`src/rtl/swpd_pkg.sv`:
```
// ============================================================================
// swpd_pkg
// Shared types and constants for the sync word packet deframer.
// ============================================================================
package swpd_pkg;

    // Default framing geometry
    localparam int SYNC_BYTES_DEF   = 4;
    localparam int PREFIX_BYTES_DEF = 8;

    // Fixed header words after the prefix: type, session id, message id
    localparam int ID_BYTES = 12;

    localparam int CNT_W = 21;
    localparam int MAXLEN_W = 21;
    localparam logic [MAXLEN_W-1:0] MAXLEN_RESET = MAXLEN_W'(65536);

    // Configuration register indexes
    typedef logic [0:0] t_cfg_idx;
    localparam t_cfg_idx CFG_SYNC_WORD  = 1'b0;
    localparam t_cfg_idx CFG_MAX_LENGTH = 1'b1;

    // Result status codes
    typedef logic [1:0] t_status;
    localparam t_status ST_OK    = 2'd0;
    localparam t_status ST_SHORT = 2'd1;
    localparam t_status ST_LONG  = 2'd2;

    typedef struct packed {
        logic [7:0] data_byte;
        logic       clear;
    } t_in_item;

    typedef struct packed {
        logic [7:0]  payload_byte;
        logic        payload_valid;
        logic [31:0] msg_type;
        logic [31:0] session_id;
        logic [31:0] message_id;
        logic [31:0] packet_length;
        logic        is_last;
        t_status     status;
    } t_out_item;

endpackage

```
`src/rtl/swpd_parser.sv`:
```
// ============================================================================
// swpd_parser
// Per-byte framing state: sync hunt, length, header ids and payload, plus
// the configuration registers. Produces at most one result per item.
// ============================================================================
module swpd_parser #(
    parameter int SYNC_BYTES   = swpd_pkg::SYNC_BYTES_DEF,
    parameter int PREFIX_BYTES = swpd_pkg::PREFIX_BYTES_DEF
) (
    input  logic                 i_clk,
    input  logic                 i_rst_n,
    input  logic                 i_cfg_we,
    input  swpd_pkg::t_cfg_idx   i_cfg_idx,
    input  logic [31:0]          i_cfg_data,
    input  logic                 i_accept,
    input  swpd_pkg::t_in_item   i_item,
    output logic                 o_res_valid,
    output swpd_pkg::t_out_item  o_res
);

    localparam int HDR_BYTES = PREFIX_BYTES + swpd_pkg::ID_BYTES;
    localparam int CMP_BYTES = (SYNC_BYTES >= 4) ? 4 : SYNC_BYTES;
    localparam int CMP_BITS  = 8 * CMP_BYTES;
    localparam int CW        = swpd_pkg::CNT_W;

    typedef enum logic [1:0] {
        PH_HUNT,
        PH_LEN,
        PH_IDS,
        PH_BODY
    } t_phase;

    t_phase      r_phase, n_phase;
    logic [31:0] r_window, n_window;
    logic [CW-1:0] r_cnt, n_cnt;
    logic [31:0] r_len, n_len;
    logic [31:0] r_type, n_type;
    logic [31:0] r_sess, n_sess;
    logic [31:0] r_msgid, n_msgid;

    logic [31:0] r_sync_word;
    logic [swpd_pkg::MAXLEN_W-1:0] r_max_len;

    logic [7:0]    b;
    logic [CW-1:0] cnt_inc;
    logic [CW-1:0] ids_off;
    logic          hunt_now;
    swpd_pkg::t_status st;

    assign b       = i_item.data_byte;
    assign cnt_inc = r_cnt + CW'(1);
    assign ids_off = r_cnt - CW'(PREFIX_BYTES);

    always_comb begin
        n_phase  = r_phase;
        n_window = r_window;
        n_cnt    = r_cnt;
        n_len    = r_len;
        n_type   = r_type;
        n_sess   = r_sess;
        n_msgid  = r_msgid;
        hunt_now = 1'b0;
        st       = swpd_pkg::ST_OK;
        o_res_valid = 1'b0;
        o_res       = '0;

        if (i_accept) begin
            if (i_item.clear) begin
                hunt_now = 1'b1;
            end else begin
                case (r_phase)
                    PH_LEN: begin
                        n_len = {r_len[23:0], b};
                        n_cnt = cnt_inc;
                        if (cnt_inc >= CW'(PREFIX_BYTES)) begin
                            if (n_len < 32'(HDR_BYTES)) begin
                                st = swpd_pkg::ST_SHORT;
                            end else if (n_len > {11'b0, r_max_len}) begin
                                st = swpd_pkg::ST_LONG;
                            end
                            if (st != swpd_pkg::ST_OK) begin
                                o_res_valid = 1'b1;
                                o_res.is_last = 1'b1;
                                o_res.status  = st;
                                hunt_now = 1'b1;
                            end else begin
                                n_phase = PH_IDS;
                            end
                        end
                    end
                    PH_IDS: begin
                        // four bytes per header word, little-endian
                        if (ids_off[CW-1:2] == '0) begin
                            n_type = {b, r_type[31:8]};
                        end else if (ids_off[CW-1:2] == (CW-2)'(1)) begin
                            n_sess = {b, r_sess[31:8]};
                        end else begin
                            n_msgid = {b, r_msgid[31:8]};
                        end
                        n_cnt = cnt_inc;
                        if (cnt_inc >= CW'(HDR_BYTES)) begin
                            if (r_len == 32'(HDR_BYTES)) begin
                                // empty payload: bare completion
                                o_res_valid = 1'b1;
                                o_res.is_last = 1'b1;
                                hunt_now = 1'b1;
                            end else begin
                                n_phase = PH_BODY;
                            end
                        end
                    end
                    PH_BODY: begin
                        n_cnt = cnt_inc;
                        o_res_valid = 1'b1;
                        o_res.payload_byte  = b;
                        o_res.payload_valid = 1'b1;
                        if ({11'b0, cnt_inc} >= r_len) begin
                            o_res.is_last = 1'b1;
                            hunt_now = 1'b1;
                        end
                    end
                    default: begin
                        n_window = {b, r_window[31:8]};
                        if (r_cnt < CW'(SYNC_BYTES)) begin
                            n_cnt = cnt_inc;
                        end
                        if (n_cnt >= CW'(SYNC_BYTES) &&
                            n_window[31 -: CMP_BITS] == r_sync_word[CMP_BITS-1:0]) begin
                            hunt_now = 1'b1;
                        end
                    end
                endcase
            end

            // result carries the header words as updated by this byte
            o_res.msg_type      = n_type;
            o_res.session_id    = n_sess;
            o_res.message_id    = n_msgid;
            o_res.packet_length = n_len;
            if (!o_res_valid) begin
                o_res = '0;
            end

            if (hunt_now) begin
                n_window = '0;
                n_phase  = PH_HUNT;
                n_cnt    = '0;
                n_len    = '0;
                n_type   = '0;
                n_sess   = '0;
                n_msgid  = '0;
                // sync match in the hunt starts the length field
                if (!i_item.clear && r_phase != PH_LEN && r_phase != PH_IDS &&
                    r_phase != PH_BODY) begin
                    n_phase = PH_LEN;
                    n_cnt   = CW'(SYNC_BYTES);
                end
            end
        end
    end

    always_ff @(posedge i_clk) begin
        if (!i_rst_n) begin
            r_phase     <= PH_HUNT;
            r_window    <= '0;
            r_cnt       <= '0;
            r_len       <= '0;
            r_type      <= '0;
            r_sess      <= '0;
            r_msgid     <= '0;
            r_sync_word <= '0;
            r_max_len   <= swpd_pkg::MAXLEN_RESET;
        end else begin
            r_phase  <= n_phase;
            r_window <= n_window;
            r_cnt    <= n_cnt;
            r_len    <= n_len;
            r_type   <= n_type;
            r_sess   <= n_sess;
            r_msgid  <= n_msgid;
            if (i_cfg_we) begin
                case (i_cfg_idx)
                    swpd_pkg::CFG_SYNC_WORD:  r_sync_word <= i_cfg_data;
                    swpd_pkg::CFG_MAX_LENGTH: r_max_len <= i_cfg_data[swpd_pkg::MAXLEN_W-1:0];
                    default: ;
                endcase
            end
        end
    end

    // error results carry no header ids
    a_err_no_ids: assert property (@(posedge i_clk) disable iff (!i_rst_n)
        (o_res_valid && o_res.status != swpd_pkg::ST_OK) |->
        (o_res.is_last && !o_res.payload_valid && o_res.msg_type == '0))
        else $error("length error result with payload or ids");

    // any final result sends the parser back to the hunt
    a_last_rehunt: assert property (@(posedge i_clk) disable iff (!i_rst_n)
        (o_res_valid && o_res.is_last) |=> (r_phase == PH_HUNT && r_window == '0))
        else $error("parser did not restart hunt after last result");

endmodule

```
`src/rtl/swpd_obuf.sv`:
```
// ============================================================================
// swpd_obuf
// Two-entry output buffer: result register plus skid register, so the
// parser keeps taking bytes while a result waits downstream.
// ============================================================================
module swpd_obuf (
    input  logic                 i_clk,
    input  logic                 i_rst_n,
    input  logic                 i_push,
    input  swpd_pkg::t_out_item  i_item,
    output logic                 o_full,
    output logic                 o_out_valid,
    input  logic                 i_out_stall,
    output swpd_pkg::t_out_item  o_out_item
);

    logic                r_out_valid, r_skid_valid;
    swpd_pkg::t_out_item r_out, r_skid;
    logic                slot_free;

    assign slot_free   = !r_out_valid || !i_out_stall;
    assign o_full      = r_skid_valid;
    assign o_out_valid = r_out_valid;
    assign o_out_item  = r_out;

    always_ff @(posedge i_clk) begin
        if (!i_rst_n) begin
            r_out_valid  <= 1'b0;
            r_skid_valid <= 1'b0;
        end else if (slot_free) begin
            if (r_skid_valid) begin
                r_out_valid  <= 1'b1;
                r_skid_valid <= 1'b0;
            end else begin
                r_out_valid <= i_push;
            end
        end else if (i_push) begin
            r_skid_valid <= 1'b1;
        end
    end

    always_ff @(posedge i_clk) begin
        if (slot_free) begin
            r_out <= r_skid_valid ? r_skid : i_item;
        end else if (i_push) begin
            r_skid <= i_item;
        end
    end

    a_skid_behind_out: assert property (@(posedge i_clk) disable iff (!i_rst_n)
        r_skid_valid |-> r_out_valid)
        else $error("skid entry held with empty output register");

    a_no_push_full: assert property (@(posedge i_clk) disable iff (!i_rst_n)
        r_skid_valid |-> !i_push)
        else $error("result pushed into full buffer");

    a_skid_drains: assert property (@(posedge i_clk) disable iff (!i_rst_n)
        (r_skid_valid && !i_out_stall) |=> (r_out_valid && !r_skid_valid))
        else $error("skid entry not moved to output");

endmodule

```
`src/rtl/sync_word_packet_deframer.sv`:
```
// ============================================================================
// sync_word_packet_deframer
// Byte-stream deframer: sync word hunt, length-prefixed header, payload out.
// ============================================================================
// One received byte enters per item, and the block takes a new byte every
// clock cycle while input stall is low: each byte needs one pass through the
// phase logic between the parser state registers and the result register,
// so the sustained rate is one item per cycle, and a result (if the byte
// makes one) is registered. Results go through a two-entry buffer (output
// register plus skid register); input stall rises only when both entries are
// held by a stalled consumer. Bytes are discarded until the sync word is
// seen (compared little-endian, at most four bytes of it, and only after
// SYNC_BYTES bytes since the hunt began). A big-endian length field follows,
// counting the whole packet from the first sync byte, then three 32-bit
// little-endian words: type, session id and message id. Each payload byte
// gives one result, the last one flagged with is_last. A packet with no
// payload gives one bare completion result; a length below the header size
// or above max_packet_length gives one error result, and the hunt restarts.
// An item with clear set drops any partial packet and gives no result.
// Configuration writes take effect at once and are meant for idle periods.
module sync_word_packet_deframer #(
    parameter int SYNC_BYTES   = swpd_pkg::SYNC_BYTES_DEF,
    parameter int PREFIX_BYTES = swpd_pkg::PREFIX_BYTES_DEF
) (
    input  logic                 i_clk,
    input  logic                 i_rst_n,
    // configuration
    input  logic                 i_cfg_we,
    input  swpd_pkg::t_cfg_idx   i_cfg_idx,
    input  logic [31:0]          i_cfg_data,
    // byte input
    input  logic                 i_in_valid,
    output logic                 o_in_stall,
    input  swpd_pkg::t_in_item   i_in_item,
    // results
    output logic                 o_out_valid,
    input  logic                 i_out_stall,
    output swpd_pkg::t_out_item  o_out_item
);

    logic                accept;
    logic                res_valid;
    logic                buf_full;
    swpd_pkg::t_out_item res;

    // stall only while the skid entry is occupied
    assign o_in_stall = buf_full;
    assign accept     = i_in_valid && !buf_full;

    swpd_parser #(
        .SYNC_BYTES   (SYNC_BYTES),
        .PREFIX_BYTES (PREFIX_BYTES)
    ) u_parser (
        .i_clk       (i_clk),
        .i_rst_n     (i_rst_n),
        .i_cfg_we    (i_cfg_we),
        .i_cfg_idx   (i_cfg_idx),
        .i_cfg_data  (i_cfg_data),
        .i_accept    (accept),
        .i_item      (i_in_item),
        .o_res_valid (res_valid),
        .o_res       (res)
    );

    swpd_obuf u_obuf (
        .i_clk       (i_clk),
        .i_rst_n     (i_rst_n),
        .i_push      (res_valid),
        .i_item      (res),
        .o_full      (buf_full),
        .o_out_valid (o_out_valid),
        .i_out_stall (i_out_stall),
        .o_out_item  (o_out_item)
    );

endmodule

```
`config.mk`:
```
export PLATFORM = sky130hd
export DESIGN_NAME = sync_word_packet_deframer
export DESIGN_NICKNAME = d
export VERILOG_FILES = /design/src/rtl/swpd_pkg.sv /design/src/rtl/swpd_parser.sv /design/src/rtl/swpd_obuf.sv /design/src/rtl/sync_word_packet_deframer.sv
export SDC_FILE = /design/constraint.sdc
export NUM_CORES = 1
export LEC_CHECK = 0
export BUFFER_PORTS_ARGS = -buffer_cell sky130_fd_sc_hd__buf_2
export CAP_MARGIN = 10
export CORE_MARGIN = 1
export CORE_UTILIZATION = 50
export DETAILED_ROUTE_END_ITERATION = 10
export HOLD_SLACK_MARGIN = 0.02
export PLACE_DENSITY = 0.71
export SLEW_MARGIN = 20
export SYNTH_ARGS = -nofsm -noshare
export SYNTH_HDL_FRONTEND = slang
export SYNTH_SLANG_ARGS = --single-unit
```
`constraint.sdc`:
```
create_clock -name i_clk -period 22.7 [get_ports i_clk]
set_input_delay 2.27 -clock i_clk [delete_from_list [all_inputs] [get_ports i_clk]]
set_output_delay 2.27 -clock i_clk [all_outputs]
set_load 0.05 [all_outputs]
```
==> run summary <==
io pins - 189
# clock sinks - 510
die area - 0.04512 sq mm
post-synth cell types - 61
Synth area leader - edfxtp_1
r2r startpoint - u_parser.r_cnt[0]$_SDFFE_PN0P_
most frequent cells after synthesis - 280 x edfxtp_1, 277 x nand2_1, 230 x dfxtp_1
area fraction of the dominant cell type after synthesis - 37.99%
largest cells by area after synthesis - edfxtp_1 38%, dfxtp_1 21%, a21o_1 5.2%
Final Critical Period - 6688 ps
Max-slew headroom - 30.75%
Power Density - 75.00 mW/mm^2
clock buffer depth - 3
Slew @ Worst Pin - 1039 ps
reg-to-reg endpoint - u_obuf.r_skid[22]$_DFFE_PP_
Core Util, Final - 57.96%
chip width - 212.4 microns
layout cells sized above 1 - 14.15%
CTS tree - yes
dominant synthesized flop cell - edfxtp_1
Fin Clk Skew - 23.61 ps
kind of critical path - in -> reg
Final setup violation count - 0
vias in the first global route - 15552
status - completed
CP Launch Point - i_in_item[1]
Post-DP HPWL - 37790 microns
worst vdd ir - 0.04917 mV
Yosys reg bits - 510
clock root buffer - clkbuf_16
via count - 16074
chip height - 212.4 microns
nets - 2281
post-cts sizing count - 0
cell count after synthesis - 2069
share of async-settable or async-resettable flops after synthesis - 0%
Initial Util - 51.05%
FMAX - 149.5 MHz
sequential element share of the synthesized area - 58.79%
GRT overflow - 0
hold_buf cts - 0
FF-to-FF path depth - 12
first-pass GRT wire length - 86580 microns
drt initial violations - 1397
CP startpoint kind - input port
Post-Syn Nets - 2167
area delta synth->final - 13.54%
Ys Warns - 0
Cell Rows - 76
most frequent cell after synthesis - edfxtp_1
# H-tree levels - 2
total track usage - 24.75%
Final Max Slew Viols - 0
post-CTS setup buffers - 0
CP endpoint - u_obuf.r_skid[22]$_DFFE_PP_
Reg clk slew, reported paths - 50 ps
R2R Setup Slk - 17080 ps
CP Capture Type - flop
Critical Path Fanout Max - 63
initial antenna violation count - 0
area of the core - 0.04336 sq mm
final setup TNS - 0 ps
Lkg Pwr - 10.60 nW
routed wire length - 55800 microns
final worst slack - 16010 ps
Post-synth EDFFs - 280
Hold Vio Cnt, Final - 0
worst skew pair latency - 600 ps
PortBufs - 188
max-cap violations - 0
vias per cell - 5.716
Synth Area per Inst - 10.70 sq um
DRC - 0
GP Congestion - 0.8797
DP Worst Slack - 15410 ps
Inserted Clock Buffers - 52
largest net degree at the start of global routing - 94
Mapped Area - 0.02213 sq mm
final worst-path cycle share - 29.46%
WL per Instance - 19.84 microns
DRT Pass-1 Iters - 5
RSZ-0062 raised after global routing - no
final antenna-violating net count - 0
critical path arrival - 6900 ps
worst hold path type - reg -> reg
Worst Path Required - 22910 ps
[cell families after synthesis]
group / Yosys count / share of synthesized area [%]
compound gates: 456 / 13.58
xor+xnor: 76 / 3.007
fa+ha+maj: 51 / 2.883
buf+inv: 262 / 4.618
flops: 510 / 58.79
mux: 104 / 4.703
simple gates: 610 / 12.42
[sequential cells by signal, summed over array words and instances, names as in the netlist, 2 cells and up]
| name | count |
|---|---|
| u_parser.r_window | 24 |
| u_parser.r_len | 32 |
| u_parser.r_phase | 2 |
| u_parser.r_sync_word | 32 |
| u_parser.r_max_len | 21 |
| u_parser.r_cnt | 21 |
| u_parser.r_msgid | 32 |
| u_parser.r_sess | 32 |
| u_obuf.o_out_item | 140 |
| u_obuf.r_skid | 140 |
| u_parser.r_type | 32 |
[final cells by class]
class                      instances  area (sq um)
fill                            3756         18230
sequential                       510         13020
multi-input combinational       1297          8177
clock buffer                      64          1408
timing repair buffer             204          1061
tap                              585         732.0
inverter                         118         445.4
clock inverter                    33         290.3
antenna                            1         2.502
[cells in the final DEF, fill, tap and decap left out, drive strengths merged, types with 4 or more instances in the layout]
cell type	synthesis	layout
a211o	4	4
and3	20	20
and2	4	4
nand4	25	25
bufinv	0	4
nor2	118	118
xor2	27	27
nand2	277	277
o21ai	6	6
a21o	152	152
dfxtp	230	230
o22ai	57	57
ha	51	51
nor4	19	19
nor3	103	103
nand3	15	15
edfxtp	280	280
inv	118	119
xnor2	49	49
mux2i	104	104
a22o	33	33
nor2b	6	6
clkinvlp	0	4
a21oi	169	169
a211oi	4	4
nor4b	5	5
buf	32	204
nand2b	5	5
clkbuf	112	64
clkinv	0	24
[critical path, stage by stage]
cell      delay [ps]
buf_2            300
inv_1            180
ha_1             320
nand2_1           60
nor2_1            40
and4b_1          190
o21a_1           180
a311oi_1         300
a21boi_2         370
o31ai_4          100
buf_4            310
nor2_4           720
buf_4            770
buf_4            650
[worst min-delay path by stage]
stage | start | endpoint | depth (start not counted)
6_report | u_parser.r_max_len[19]$_SDFFE_PN0P_ | u_parser.r_max_len[19]$_SDFFE_PN0P_ | 2
5_1_grt | u_parser.r_max_len[4]$_SDFFE_PN0P_ | u_parser.r_max_len[4]$_SDFFE_PN0P_ | 2
4_1_cts | u_parser.r_max_len[15]$_SDFFE_PN0P_ | u_parser.r_max_len[15]$_SDFFE_PN0P_ | 2
3_5_place_dp | u_parser.r_max_len[1]$_SDFFE_PN0P_ | u_parser.r_max_len[1]$_SDFFE_PN0P_ | 2
3_3_place_gp | u_parser.r_max_len[11]$_SDFFE_PN0P_ | u_parser.r_max_len[11]$_SDFFE_PN0P_ | 2
2_1_floorplan | u_parser.r_max_len[10]$_SDFFE_PN0P_ | u_parser.r_max_len[10]$_SDFFE_PN0P_ | 2
[where the power goes]
part	switching, mW	internal (mW)	leakage [nW]
sequential	0.00549	0.970	4.98
clock	0.357	0.487	0.837
combinational	0.0452	0.0203	4.78
total	0.408	1.48	10.6
[metrics by stage]
stage,cell area [sq um],power (mW),hold slack [ps],cells
floorplan,22140,1.037,436.3,2069
global placement,23420,1.057,444.4,2714
detailed placement,23420,1.059,450.3,2714
CTS,25120,1.897,458.0,2811
global route,25130,1.941,474.7,2811
finish,25130,1.885,459.6,2812
[metal layers]
layer	GRT usage, %	part of all wire (%)	vias up
li1	-	-	7597
met1	34.24	44	7822
met2	38.76	46	543
met3	4.874	6.5	112
met4	8.559	3.2	0
met5	0	0	-
No activity file was read; power rests on OpenSTA's default activity.
